## src/design/tavcp_pkg.sv

```systemverilog
`default_nettype none
package tavcp_pkg;

   // Longest line is LINE_CHARS-1 characters.
   localparam int LINE_CHARS = 32;
   localparam int COUNT_W    = $clog2(LINE_CHARS);

   localparam int ADDR_ACC_W  = 17;
   localparam int ADDR_WIDE_W = 22;
   localparam int VAL_ACC_W   = 32;
   localparam int VAL_WIDE_W  = 36;

   localparam logic [ADDR_ACC_W-1:0] ADDR_CAP = 17'h1_0000;
   localparam logic [VAL_ACC_W-1:0]  VAL_CAP  = 32'h8000_0000;
   localparam logic [VAL_ACC_W-1:0]  VAL_MAX_POS = 32'h7FFF_FFFF;

   localparam logic [7:0] CH_NUL     = 8'h00;
   localparam logic [7:0] CH_TAB     = 8'h09;
   localparam logic [7:0] CH_LF      = 8'h0A;
   localparam logic [7:0] CH_VT      = 8'h0B;
   localparam logic [7:0] CH_FF      = 8'h0C;
   localparam logic [7:0] CH_CR      = 8'h0D;
   localparam logic [7:0] CH_SPACE   = 8'h20;
   localparam logic [7:0] CH_PLUS    = 8'h2B;
   localparam logic [7:0] CH_MINUS   = 8'h2D;
   localparam logic [7:0] CH_ZERO    = 8'h30;
   localparam logic [7:0] CH_NINE    = 8'h39;
   localparam logic [7:0] CH_UPPER_A = 8'h41;
   localparam logic [7:0] CH_UPPER_F = 8'h46;
   localparam logic [7:0] CH_UPPER_X = 8'h58;
   localparam logic [7:0] CH_LOWER_A = 8'h61;
   localparam logic [7:0] CH_LOWER_F = 8'h66;
   localparam logic [7:0] CH_LOWER_X = 8'h78;

   typedef enum logic [2:0] {
      PH_PRE_ADDR,
      PH_ADDR,
      PH_GAP,
      PH_VAL,
      PH_AFTER,
      PH_ENDED
   } phase_type;

   typedef enum logic [1:0] {
      ST_OK,
      ST_MISSING,
      ST_BAD_ADDR,
      ST_BAD_VALUE
   } status_type;

   typedef struct packed {
      logic [ADDR_ACC_W-1:0] accum;
      logic                  hex;
      logic                  neg;
      logic                  dig;
      logic                  bad;
      logic                  sign;
      logic                  lzero;
      logic [1:0]            pos;
   } addr_state_type;

   typedef struct packed {
      logic [VAL_ACC_W-1:0] accum;
      logic                 neg;
      logic                 dig;
      logic                 bad;
      logic                 sign;
   } val_state_type;

endpackage
`default_nettype wire

```

## src/design/tavcp_addr_step.sv

```systemverilog
`default_nettype none
module tavcp_addr_step
   import tavcp_pkg::*;
(
   input  addr_state_type cur,
   input  logic [7:0]     ch,
   output addr_state_type nxt
);

   logic                   hex_ok;
   logic [3:0]             hex_d;
   logic [ADDR_WIDE_W-1:0] hex_sum;
   logic [ADDR_WIDE_W-1:0] dec_sum;
   logic [ADDR_WIDE_W-1:0] acc_wide;

   assign acc_wide = ADDR_WIDE_W'(cur.accum);

   always_comb begin
      hex_ok = 1'b1;
      hex_d  = '0;
      if (ch inside {[CH_ZERO:CH_NINE]}) begin
         hex_d = 4'(ch - CH_ZERO);
      end else if (ch inside {[CH_LOWER_A:CH_LOWER_F]}) begin
         hex_d = 4'(ch - CH_LOWER_A + 8'd10);
      end else if (ch inside {[CH_UPPER_A:CH_UPPER_F]}) begin
         hex_d = 4'(ch - CH_UPPER_A + 8'd10);
      end else begin
         hex_ok = 1'b0;
      end
   end

   assign hex_sum = (acc_wide << 4) + ADDR_WIDE_W'(hex_d);
   assign dec_sum = (acc_wide << 3) + (acc_wide << 1) + ADDR_WIDE_W'(hex_d);

   always_comb begin
      nxt = cur;
      if (cur.pos != 2'd2) begin
         nxt.pos = cur.pos + 2'd1;
      end
      if (!cur.bad) begin
         if (cur.pos == 2'd1 && cur.lzero && (ch == CH_LOWER_X || ch == CH_UPPER_X)) begin
            // switch to hex after a leading zero; digits restart
            nxt.hex   = 1'b1;
            nxt.dig   = 1'b0;
            nxt.accum = '0;
         end else if (cur.hex) begin
            if (hex_ok) begin
               nxt.accum = (hex_sum > ADDR_WIDE_W'(ADDR_CAP)) ? ADDR_CAP
                                                             : hex_sum[ADDR_ACC_W-1:0];
               nxt.dig   = 1'b1;
            end else begin
               nxt.bad = 1'b1;
            end
         end else if (ch inside {[CH_ZERO:CH_NINE]}) begin
            if (cur.pos == 2'd0 && ch == CH_ZERO) begin
               nxt.lzero = 1'b1;
            end
            nxt.accum = (dec_sum > ADDR_WIDE_W'(ADDR_CAP)) ? ADDR_CAP
                                                          : dec_sum[ADDR_ACC_W-1:0];
            nxt.dig   = 1'b1;
         end else if ((ch == CH_PLUS || ch == CH_MINUS) && !(cur.dig || cur.sign)) begin
            nxt.sign = 1'b1;
            if (ch == CH_MINUS) begin
               nxt.neg = 1'b1;
            end
         end else if ((ch == CH_VT || ch == CH_FF) && !(cur.dig || cur.sign)) begin
            // skip leading white space
            nxt.bad = 1'b0;
         end else begin
            nxt.bad = 1'b1;
         end
      end
   end

endmodule
`default_nettype wire

```

## src/design/tavcp_val_step.sv

```systemverilog
`default_nettype none
module tavcp_val_step
   import tavcp_pkg::*;
(
   input  val_state_type cur,
   input  logic [7:0]    ch,
   output val_state_type nxt
);

   logic [VAL_WIDE_W-1:0] acc_wide;
   logic [VAL_WIDE_W-1:0] dec_sum;

   assign acc_wide = VAL_WIDE_W'(cur.accum);
   assign dec_sum  = (acc_wide << 3) + (acc_wide << 1) + VAL_WIDE_W'(ch[3:0]);

   always_comb begin
      nxt = cur;
      if (!cur.bad) begin
         if (ch inside {[CH_ZERO:CH_NINE]}) begin
            nxt.accum = (dec_sum > VAL_WIDE_W'(VAL_CAP)) ? VAL_CAP
                                                        : dec_sum[VAL_ACC_W-1:0];
            nxt.dig   = 1'b1;
         end else if ((ch == CH_PLUS || ch == CH_MINUS) && !(cur.dig || cur.sign)) begin
            nxt.sign = 1'b1;
            if (ch == CH_MINUS) begin
               nxt.neg = 1'b1;
            end
         end else if ((ch == CH_VT || ch == CH_FF) && !(cur.dig || cur.sign)) begin
            // skip leading white space
            nxt.bad = 1'b0;
         end else begin
            nxt.bad = 1'b1;
         end
      end
   end

endmodule
`default_nettype wire

```

## src/design/text_address_value_command_parser_core.sv

```systemverilog
`default_nettype none
// Line parser for "address value" commands arriving one character per beat.
// Each req beat carries one received byte. Up to LINE_CHARS-1 characters form
// a line; one more character clears the line and is dropped. CR or LF closes
// a non-empty line and produces one rsp beat with the address (16 bits), the
// value (signed 32 bits, saturated) and a status: 0 ok, 1 missing token,
// 2 bad address, 3 bad value; address and value are zero unless status is 0.
// CR or LF on an empty line produces nothing. The address is hex after 0x/0X,
// else decimal with optional sign; a NUL ends the parsed text of a line.
// Rate: one character per clock cycle sustained. A character passes through
// an input register, is parsed by the incremental accumulators, and its
// result lands in the output register. The only stall is a full output
// register whose beat is not taken by rsp_tready.
module text_address_value_command_parser_core
   import tavcp_pkg::*;
(
   input  wire logic        clock,
   input  wire logic        reset,
   input  wire logic        req_tvalid,
   output logic             req_tready,
   input  wire logic [7:0]  req_tdata,   // [7:0] ch
   output logic             rsp_tvalid,
   input  wire logic        rsp_tready,
   output logic [47:0]      rsp_tdata,   // [15:0] address, [47:16] value
   output logic [1:0]       rsp_tuser    // [1:0] status
);

   // input register
   logic       in_valid_ff, in_valid_in;
   logic [7:0] ch_ff;

   // parser state
   logic [COUNT_W-1:0] count_ff, count_in;
   phase_type          phase_ff, phase_in;
   addr_state_type     addr_ff, addr_in;
   val_state_type      val_ff, val_in;

   // result register
   logic        rsp_valid_ff, rsp_valid_in;
   logic [15:0] rsp_addr_ff, rsp_addr_in;
   logic [31:0] rsp_val_ff, rsp_val_in;
   status_type  rsp_status_ff, rsp_status_in;

   logic           fire;
   logic           is_eol;
   logic           is_sep;
   logic           emit;
   phase_type      feed_phase;
   logic           feed_addr;
   logic           feed_val;
   addr_state_type addr_step;
   val_state_type  val_step;
   status_type     status;

   // process the held character when the result register can take a beat
   assign fire       = in_valid_ff && (!rsp_valid_ff || rsp_tready);
   assign req_tready = !in_valid_ff || fire;
   assign in_valid_in = req_tvalid ? 1'b1 : (in_valid_ff && !fire);

   assign is_eol = (ch_ff == CH_LF) || (ch_ff == CH_CR);
   assign is_sep = (ch_ff == CH_SPACE) || (ch_ff == CH_TAB);

   tavcp_addr_step u_addr_step (
      .cur (addr_ff),
      .ch  (ch_ff),
      .nxt (addr_step)
   );

   tavcp_val_step u_val_step (
      .cur (val_ff),
      .ch  (ch_ff),
      .nxt (val_step)
   );

   // token phase next state for a character that is parsed
   always_comb begin
      feed_phase = phase_ff;
      case (phase_ff)
         PH_PRE_ADDR: begin
            if (ch_ff == CH_NUL)  feed_phase = PH_ENDED;
            else if (!is_sep)     feed_phase = PH_ADDR;
         end
         PH_ADDR: begin
            if (ch_ff == CH_NUL)  feed_phase = PH_ENDED;
            else if (is_sep)      feed_phase = PH_GAP;
         end
         PH_GAP: begin
            if (ch_ff == CH_NUL)  feed_phase = PH_ENDED;
            else if (!is_sep)     feed_phase = PH_VAL;
         end
         PH_VAL: begin
            if (ch_ff == CH_NUL || is_sep) feed_phase = PH_AFTER;
         end
         default: feed_phase = phase_ff;
      endcase
   end

   // which token accumulator takes the character
   always_comb begin
      feed_addr = 1'b0;
      feed_val  = 1'b0;
      case (phase_ff)
         PH_PRE_ADDR, PH_ADDR: feed_addr = (ch_ff != CH_NUL) && !is_sep;
         PH_GAP, PH_VAL:       feed_val  = (ch_ff != CH_NUL) && !is_sep;
         default: begin
            feed_addr = 1'b0;
            feed_val  = 1'b0;
         end
      endcase
   end

   // line status from the state left by the characters before CR/LF
   always_comb begin
      if (phase_ff != PH_VAL && phase_ff != PH_AFTER) begin
         status = ST_MISSING;
      end else if (addr_ff.bad || !addr_ff.dig || addr_ff.accum[16] ||
                   (addr_ff.neg && addr_ff.accum != '0)) begin
         status = ST_BAD_ADDR;
      end else if (val_ff.bad || !val_ff.dig) begin
         status = ST_BAD_VALUE;
      end else begin
         status = ST_OK;
      end
   end

   assign emit = fire && is_eol && (count_ff != '0);

   always_comb begin
      count_in = count_ff;
      phase_in = phase_ff;
      addr_in  = addr_ff;
      val_in   = val_ff;
      if (fire) begin
         if (is_eol) begin
            if (count_ff != '0) begin
               count_in = '0;
               phase_in = PH_PRE_ADDR;
               addr_in  = '0;
               val_in   = '0;
            end
         end else if (count_ff < COUNT_W'(LINE_CHARS - 1)) begin
            count_in = count_ff + COUNT_W'(1);
            phase_in = feed_phase;
            if (feed_addr) addr_in = addr_step;
            if (feed_val)  val_in  = val_step;
         end else begin
            // line too long: drop the character and start over
            count_in = '0;
            phase_in = PH_PRE_ADDR;
            addr_in  = '0;
            val_in   = '0;
         end
      end
   end

   always_comb begin
      rsp_valid_in  = emit ? 1'b1 : (rsp_valid_ff && !rsp_tready);
      rsp_addr_in   = rsp_addr_ff;
      rsp_val_in    = rsp_val_ff;
      rsp_status_in = rsp_status_ff;
      if (emit) begin
         rsp_status_in = status;
         rsp_addr_in   = '0;
         rsp_val_in    = '0;
         if (status == ST_OK) begin
            rsp_addr_in = addr_ff.accum[15:0];
            if (val_ff.neg) begin
               rsp_val_in = 32'(32'd0 - val_ff.accum);
            end else begin
               rsp_val_in = val_ff.accum[31] ? VAL_MAX_POS : val_ff.accum;
            end
         end
      end
   end

   always_ff @(posedge clock) begin
      if (reset) begin
         in_valid_ff  <= 1'b0;
         count_ff     <= '0;
         phase_ff     <= PH_PRE_ADDR;
         addr_ff      <= '0;
         val_ff       <= '0;
         rsp_valid_ff <= 1'b0;
      end else begin
         in_valid_ff  <= in_valid_in;
         count_ff     <= count_in;
         phase_ff     <= phase_in;
         addr_ff      <= addr_in;
         val_ff       <= val_in;
         rsp_valid_ff <= rsp_valid_in;
      end
   end

   // payload registers: load a new character only when the slot frees up
   always_ff @(posedge clock) begin
      if (req_tvalid && req_tready) begin
         ch_ff <= req_tdata;
      end
      rsp_addr_ff   <= rsp_addr_in;
      rsp_val_ff    <= rsp_val_in;
      rsp_status_ff <= rsp_status_in;
   end

   assign rsp_tvalid = rsp_valid_ff;
   assign rsp_tdata  = {rsp_val_ff, rsp_addr_ff};
   assign rsp_tuser  = rsp_status_ff;

endmodule
`default_nettype wire
```

## config.mk

```make
export PLATFORM = sky130hd
export DESIGN_NAME = text_address_value_command_parser_core
export DESIGN_NICKNAME = d
export VERILOG_FILES = /design/src/design/tavcp_pkg.sv /design/src/design/tavcp_addr_step.sv /design/src/design/tavcp_val_step.sv /design/src/design/text_address_value_command_parser_core.sv
export SDC_FILE = /design/constraint.sdc
export NUM_CORES = 1
export LEC_CHECK = 0
export ABC_CLOCK_PERIOD_IN_PS = 12800
export BUFFER_PORTS_ARGS = -buffer_cell sky130_fd_sc_hd__buf_2
export CORE_MARGIN = 10
export CORE_UTILIZATION = 55
export CTS_BUF_LIST = sky130_fd_sc_hd__clkbuf_4
export DETAILED_ROUTE_END_ITERATION = 8
export PLACE_DENSITY = 0.74
export SKIP_CTS_REPAIR_TIMING = 1
export SYNTH_ARGS = -nofsm -noshare
export SYNTH_HDL_FRONTEND = slang
export SYNTH_SLANG_ARGS = --single-unit
```

## constraint.sdc

```tcl
create_clock -name clock -period 12.8 [get_ports clock]
set_input_delay 0.64 -clock clock [delete_from_list [all_inputs] [get_ports clock]]
set_output_delay 0.64 -clock clock [all_outputs]
set_load 0.01 [all_outputs]
```

==> After elaboration in Yosys (flattened, before gate mapping) <==
Cells that the tools add are included.
{ "word_totals": {"ff_bits": 129, "output_inout_bits": 52, "elab_cells": 221} }
{ "op_classes": {"n_addsub": 13, "n_lt_le_gt_ge": 10, "n_eq_ne": 40, "muxes": 73, "reduce_logical": 64} }
{ "op_table": {"columns": ["operator", "count"], "rows": [
  ["$mux 36", 5],
  ["$mux 17", 6],
  ["$mux 25", 4],
  ["$mux 32", 3],
  ["$gt 22x17->1 const B", 2],
  ["$eq 8x4->1 const B", 5],
  ["$add 35x33->36", 1],
  ["$add 36x4->36", 1],
  ["$gt 36x32->1 const B", 1],
  ["$mux 3", 11],
  ["$eq 8x6->1 const B", 4],
  ["$sub 1x32->32 const A", 1],
  ["$mux 31", 1],
  ["$mux 1", 27],
  ["$ne 3x2->1 const B", 8],
  ["$ne 3x3->1 const B", 8],
  ["$mux 23", 1],
  ["$add 21x4->22", 1],
  ["$add 22x4->22", 1],
  ["$add 20x18->21", 1],
  ["$logic_and 1x1->1", 19],
  ["$reduce_bool 17->1", 1],
  ["$eq 8x7->1 const B", 2],
  ["$ge 8x7->1 const B", 2],
  ["37 further kinds", 84]
]} }

==> Longest topological paths before layout <==
{ "depth": {"depth_word": 15, "ltp_mapped": 19} }

==> Hierarchy <==
Synthesis repeated with hierarchy kept, for this count alone.
{ "hier_totals": {"hier_cells": 1227, "area_unflattened_um2": 10988.0} }
{ "by_module_without_submodules": {"columns": ["module", "instances", "cells_per_inst", "area_per_inst_um2", "seq_area_each_um2"], "rows": [
  ["text_address_value_command_parser_core", 1, 486, 5596.6, 3163.0],
  ["tavcp_val_step", 1, 372, 2808.9, 0.0],
  ["tavcp_addr_step", 1, 369, 2582.5, 0.0]
]} }

==> Worst setup path before layout <==
OpenSTA, ideal clock, no wires.
{ "synth_path": {"path_type": "register -> register", "from": "register ch_ff[3]", "to": "register addr_ff[12] in the netlist's numbering", "t_arrival_ns": 4.520, "slack_ns": 8.210, "path_stages_with_launch": 18, "path_cell_list": "edfxtp_1 clkbuf_1 or4b_1 a311oi_2 nor2b_1 o21ai_0 o21ai_0 inv_1 fa_1 nor2b_1 or2_2 nand4_1 or4b_1 a2111oi_2 o2111ai_1 a211oi_2 nand3_2 o21ai_1"} }
{ "synth_via": {"elab_chain_len": 15, "word_cells_on_any_way": 54, "classes_between": "7 x add/sub; 8 x order compare; 11 x eq/ne; 17 x mux; 11 x reduce/logical"} }
{ "synth_lines": {"columns": ["item", "line_no", "text"], "rows": [
  ["start: declaration", "text_address_value_command_parser_core.sv:30", "logic [7:0] ch_ff;"],
  ["start signal: assignment", "text_address_value_command_parser_core.sv:197", "ch_ff <= req_tdata;"],
  ["$sub 4x1->4, or another cell as far along", "tavcp_addr_step.sv:24, tavcp_addr_step.sv:26", null],
  ["$add 4x4->4 or $logic_and 1x1->1 (tied branches)", "tavcp_addr_step.sv:24, tavcp_addr_step.sv:26, tavcp_addr_step.sv:25", null],
  ["$mux 4", "tavcp_addr_step.sv:25", "end else if (ch inside {[CH_UPPER_A:CH_UPPER_F]}) begin"],
  ["$mux 4", "tavcp_addr_step.sv:23", "end else if (ch inside {[CH_LOWER_A:CH_LOWER_F]}) begin"],
  ["$mux 4", "tavcp_addr_step.sv:21", "if (ch inside {[CH_ZERO:CH_NINE]}) begin"],
  ["$add 22x4->22 or $add 21x4->22 (tied branches)", "tavcp_addr_step.sv:33, tavcp_addr_step.sv:32", null],
  ["$gt 22x17->1, on equally long branches", "tavcp_addr_step.sv:58, tavcp_addr_step.sv:48", null],
  ["$mux 17, on equally long branches", "tavcp_addr_step.sv:58, tavcp_addr_step.sv:48", null],
  ["$mux 17, on equally long branches", "tavcp_addr_step.sv:54, tavcp_addr_step.sv:47", null],
  ["$mux 17", "tavcp_addr_step.sv:46", "end else if (cur.hex) begin"],
  ["$mux 17", "tavcp_addr_step.sv:41", "if (cur.pos == 2'd1 && cur.lzero && (ch == CH_LOWER_X || ch == CH_UPPER_X)) begin"],
  ["$mux 23", "tavcp_addr_step.sv:40", "if (!cur.bad) begin"],
  ["$mux 25", "text_address_value_command_parser_core.sv:144", "if (feed_addr) addr_in = addr_step;"],
  ["$mux 25", "text_address_value_command_parser_core.sv:141", "end else if (count_ff < COUNT_W'(LINE_CHARS - 1)) begin"],
  ["$mux 25", "text_address_value_command_parser_core.sv:134", "if (is_eol) begin"],
  ["end signal: assignment", "text_address_value_command_parser_core.sv:188", "addr_ff <= addr_in;"],
  ["end: declaration", "text_address_value_command_parser_core.sv:35", "addr_state_type addr_ff, addr_in;"]
]} }
Several ways; a longest one is shown, not always the timed one. The select of a mux whose other input is x is not followed.
A chain may end at the register's enable or synchronous reset.

==> Worst setup path after layout <==
{ "layout_path": {"from": "register ch_ff[1]", "to": "register addr_ff[13] in the netlist's numbering"} }
The elaborated chain is that of the path after synthesis.

==> impl_metrics.json <==
{
  "core_um2": 16800,
  "fillers": 1480,
  "via_count": 8323,
  "ys.flop_type": "dfxtp_1",
  "drt_wl_total_um": 22800,
  "cap_violations": 0,
  "clk-insertion-delay-late_ns": 0.54,
  "critical_path.endpoint_type": "register",
  "area_delta_synth_final_pct": 8.23,
  "min_period_over_period": 0.424,
  "hold_viol_final": 0,
  "wl_per_cell_um": 16.5,
  "layout_min_cycle_time_ns": 5.43,
  "drc_errors": 0,
  "ant_nets": 0,
  "die_h_um": 151,
  "synthesis.nets": 1207,
  "crit_fanout": 10,
  "dr.first_iter.drc_count": 674,
  "grt_pass1_wl_um": 38200,
  "p_leak_nw": 4.46,
  "cp_slowest_stage_delay_ns": 0.88,
  "cts_tree": "done",
  "cts_made_buffers": 17,
  "fp.dieArea_um2": 22900,
  "yosys_register_bits": 129,
  "rsz0062_at_grt": "no",
  "h-tree-depth": 4,
  "worst_ep_required_time_ns": 13.26,
  "power_density_nw_per_um2": 72.8,
  "worst_path_max_delay_cell": "a2111oi_2",
  "grt_pass1_vias": 7746,
  "drive_gt1_frac": 0.115,
  "cts_root_buf": "clkbuf_4",
  "synth-edff-count": 58,
  "timing.setup.tns_ns": 0,
  "crit_path_cell_trace": "inv_1 -> ha_1 -> o21bai_1 -> a2111oi_2 -> o21ai_0 -> o21ai_0 -> ha_1 -> a21o_1 -> a21oi_1 -> nor3_1 -> or4b_1 -> a2111oi_2 -> o2111ai_1 -> a211oi_2 -> nand3_2 -> o21ai_1",
  "power.total_uw": 746,
  "worst_pin_slew_ns": 1.20,
  "criticalPathCategory": "reg2reg",
  "io_buffers": 63,
  "critPathLaunchType": "register",
  "synthCells": 1098,
  "place.gp.congestion": 0.916,
  "yosysUniqueCellTypes": 75,
  "slew_violations": 0,
  "synth_top_area_share": 0.184,
  "synthArstFlopShare": 0,
  "start_util": 0.565,
  "setup_viol": 0,
  "post_dp_cell_area_um2": 9980,
  "final_area_um2": 10300,
  "holdWs_ns": 0.273,
  "ys_seq_area_frac": 0.334,
  "routed_via_density": 6.02,
  "status": "finished clean",
  "syn-cell-area_um2": 9470,
  "relSlewSlack": 0.198,
  "cts.sinks": 129,
  "grt_max_degree": 51,
  "ys_top_cells_by_count": "111 x nand2_1, 93 x a21oi_1, 93 x ha_1",
  "hold_class": "in2reg",
  "synthTopCellsByArea": "edfxtp_1 18%, dfxtp_1 15%, ha_1 12%",
  "crit_arrival_ns": 5.89,
  "yosysTopAreaCell": "edfxtp_1",
  "nets": 1257,
  "die_x_um": 151,
  "firstDrtPassIters": 8,
  "fin_skew_ns": 0.0187,
  "synth_warnings": 0,
  "post-route-util": 0.612,
  "gr-total-overflow": 0,
  "synth.most_common_cell": "nand2_1",
  "clkSlewWorstSetupHoldPaths_ns": 0.11,
  "ios": 64,
  "fmax_mhz": 184,
  "clk_path_buf_depth": 2,
  "avgSynthCellArea_um2": 8.63,
  "peakVddDrop_v": 0.0000671,
  "antenna_found_initial": 1,
  "hpwl_um": 16800,
  "rows": 47,
  "grt_use_total": 0.202
}
-- cell usage in the layout (no fill, tap or decap), drive strengths merged, types with 5 or more instances in the layout --
cell type	synthesis	final
a211oi	8	8
a21o	20	20
a21oi	93	93
a22oi	13	13
a31oi	10	10
a41oi	5	5
and2	24	24
and3	8	8
and4	6	6
buf	0	69
clkbuf	38	21
clkinv	0	6
dfxtp	71	71
edfxtp	58	58
ha	93	93
inv	34	34
nand2	111	111
nand2b	14	14
nand3	25	25
nand4	14	14
nor2	87	87
nor2b	9	9
nor3	31	31
nor3b	8	8
nor4	16	16
o211a	5	5
o211ai	10	10
o21ai	106	106
o21bai	6	6
o221a	11	11
or2	8	8
or3	7	7
or4	7	7
xnor2	44	44
xor2	35	35
-- kinds of logic after synthesis --
family | share of synthesized area
multiplexers | 0.00541
buffers and inverters | 0.0285
XOR/XNOR | 0.0738
flip-flops | 0.334
AND/OR/NAND/NOR | 0.209
adder cells (fa/ha/maj) | 0.131
AO/OA/AOI/OAI | 0.218
-- power breakdown --
part	total [mW]	switching (mW)	internal (mW)
Combinational	0.0306	0.0184	0.0121
Clock	0.279	0.157	0.123
Sequential	0.437	0.00571	0.431
Total	0.746	0.181	0.566
-- critical path, delay by kind of cell, from the launching register on --
| kind | cells | cell delay [ns] |
|---|---|---|
| buffers and inverters | 1 | 0.15 |
| and+or+nand+nor | 3 | 0.90 |
| AOI/OAI and AO/OA | 10 | 3.20 |
| DFF | 1 | 0.50 |
| adders and majority gates | 2 | 0.58 |
-- path summary, 6_finish.rpt --
check                                              from  slack, ns                       end  depth (start not counted)
worst min-delay path                       req_tdata[7]       0.27        ch_ff[7]$_DFFE_PP_                          1
worst max-delay path                 ch_ff[1]$_DFFE_PP_       7.37  addr_ff[13]$_SDFFE_PP0P_                         16
worst max register to register       ch_ff[1]$_DFFE_PP_       7.37  addr_ff[13]$_SDFFE_PP0P_                         16
worst min register to register  addr_ff[6]$_SDFFE_PP0P_       0.49   addr_ff[6]$_SDFFE_PP0P_                          2
-- layout make-up --
| class | count | area, µm² | share of cell area |
|---|---|---|---|
| Timing Repair Buffer | 69 | 360 | 0.0351 |
| Sequential cell | 129 | 3160 | 0.308 |
| Clock buffer | 21 | 158 | 0.0154 |
| Clock inverter | 11 | 116 | 0.0113 |
| Tap cell | 220 | 275 | 0.0268 |
| Antenna cell | 1 | 2.50 | 0.000244 |
| Inverter | 34 | 128 | 0.0124 |
| Multi-Input combinational cell | 897 | 6050 | 0.590 |
-- metal layers --
metal	up-vias	global-route usage	wire, µm
li1	4178	-	-
met1	3900	0.293	11600
met2	226	0.308	9750
met3	19	0.0304	1210
met4	0	0.0510	244
met5	-	0	0
-- flip-flops by register name, indices dropped and copies added (netlist names) --
| register | count |
|---|---|
| rsp_val_ff | 32 |
| rsp_tvalid | 1 |
| rsp_addr_ff | 16 |
| in_valid_ff | 1 |
| ch_ff | 8 |
| count_ff | 5 |
| val_ff | 36 |
| addr_ff | 25 |
| phase_ff | 3 |
| rsp_tuser | 2 |
-- per-stage QoR --
| stage | cells | setup slack, ns |
|---|---|---|
| global placement | 1349 | 7.75 |
| detailed placement | 1349 | 7.48 |
| floorplan | 1098 | 8.21 |
| finish | 1382 | 7.37 |
| global route | 1382 | 6.90 |
| CTS | 1381 | 7.45 |
No activity file was read; power rests on OpenSTA's default activity.
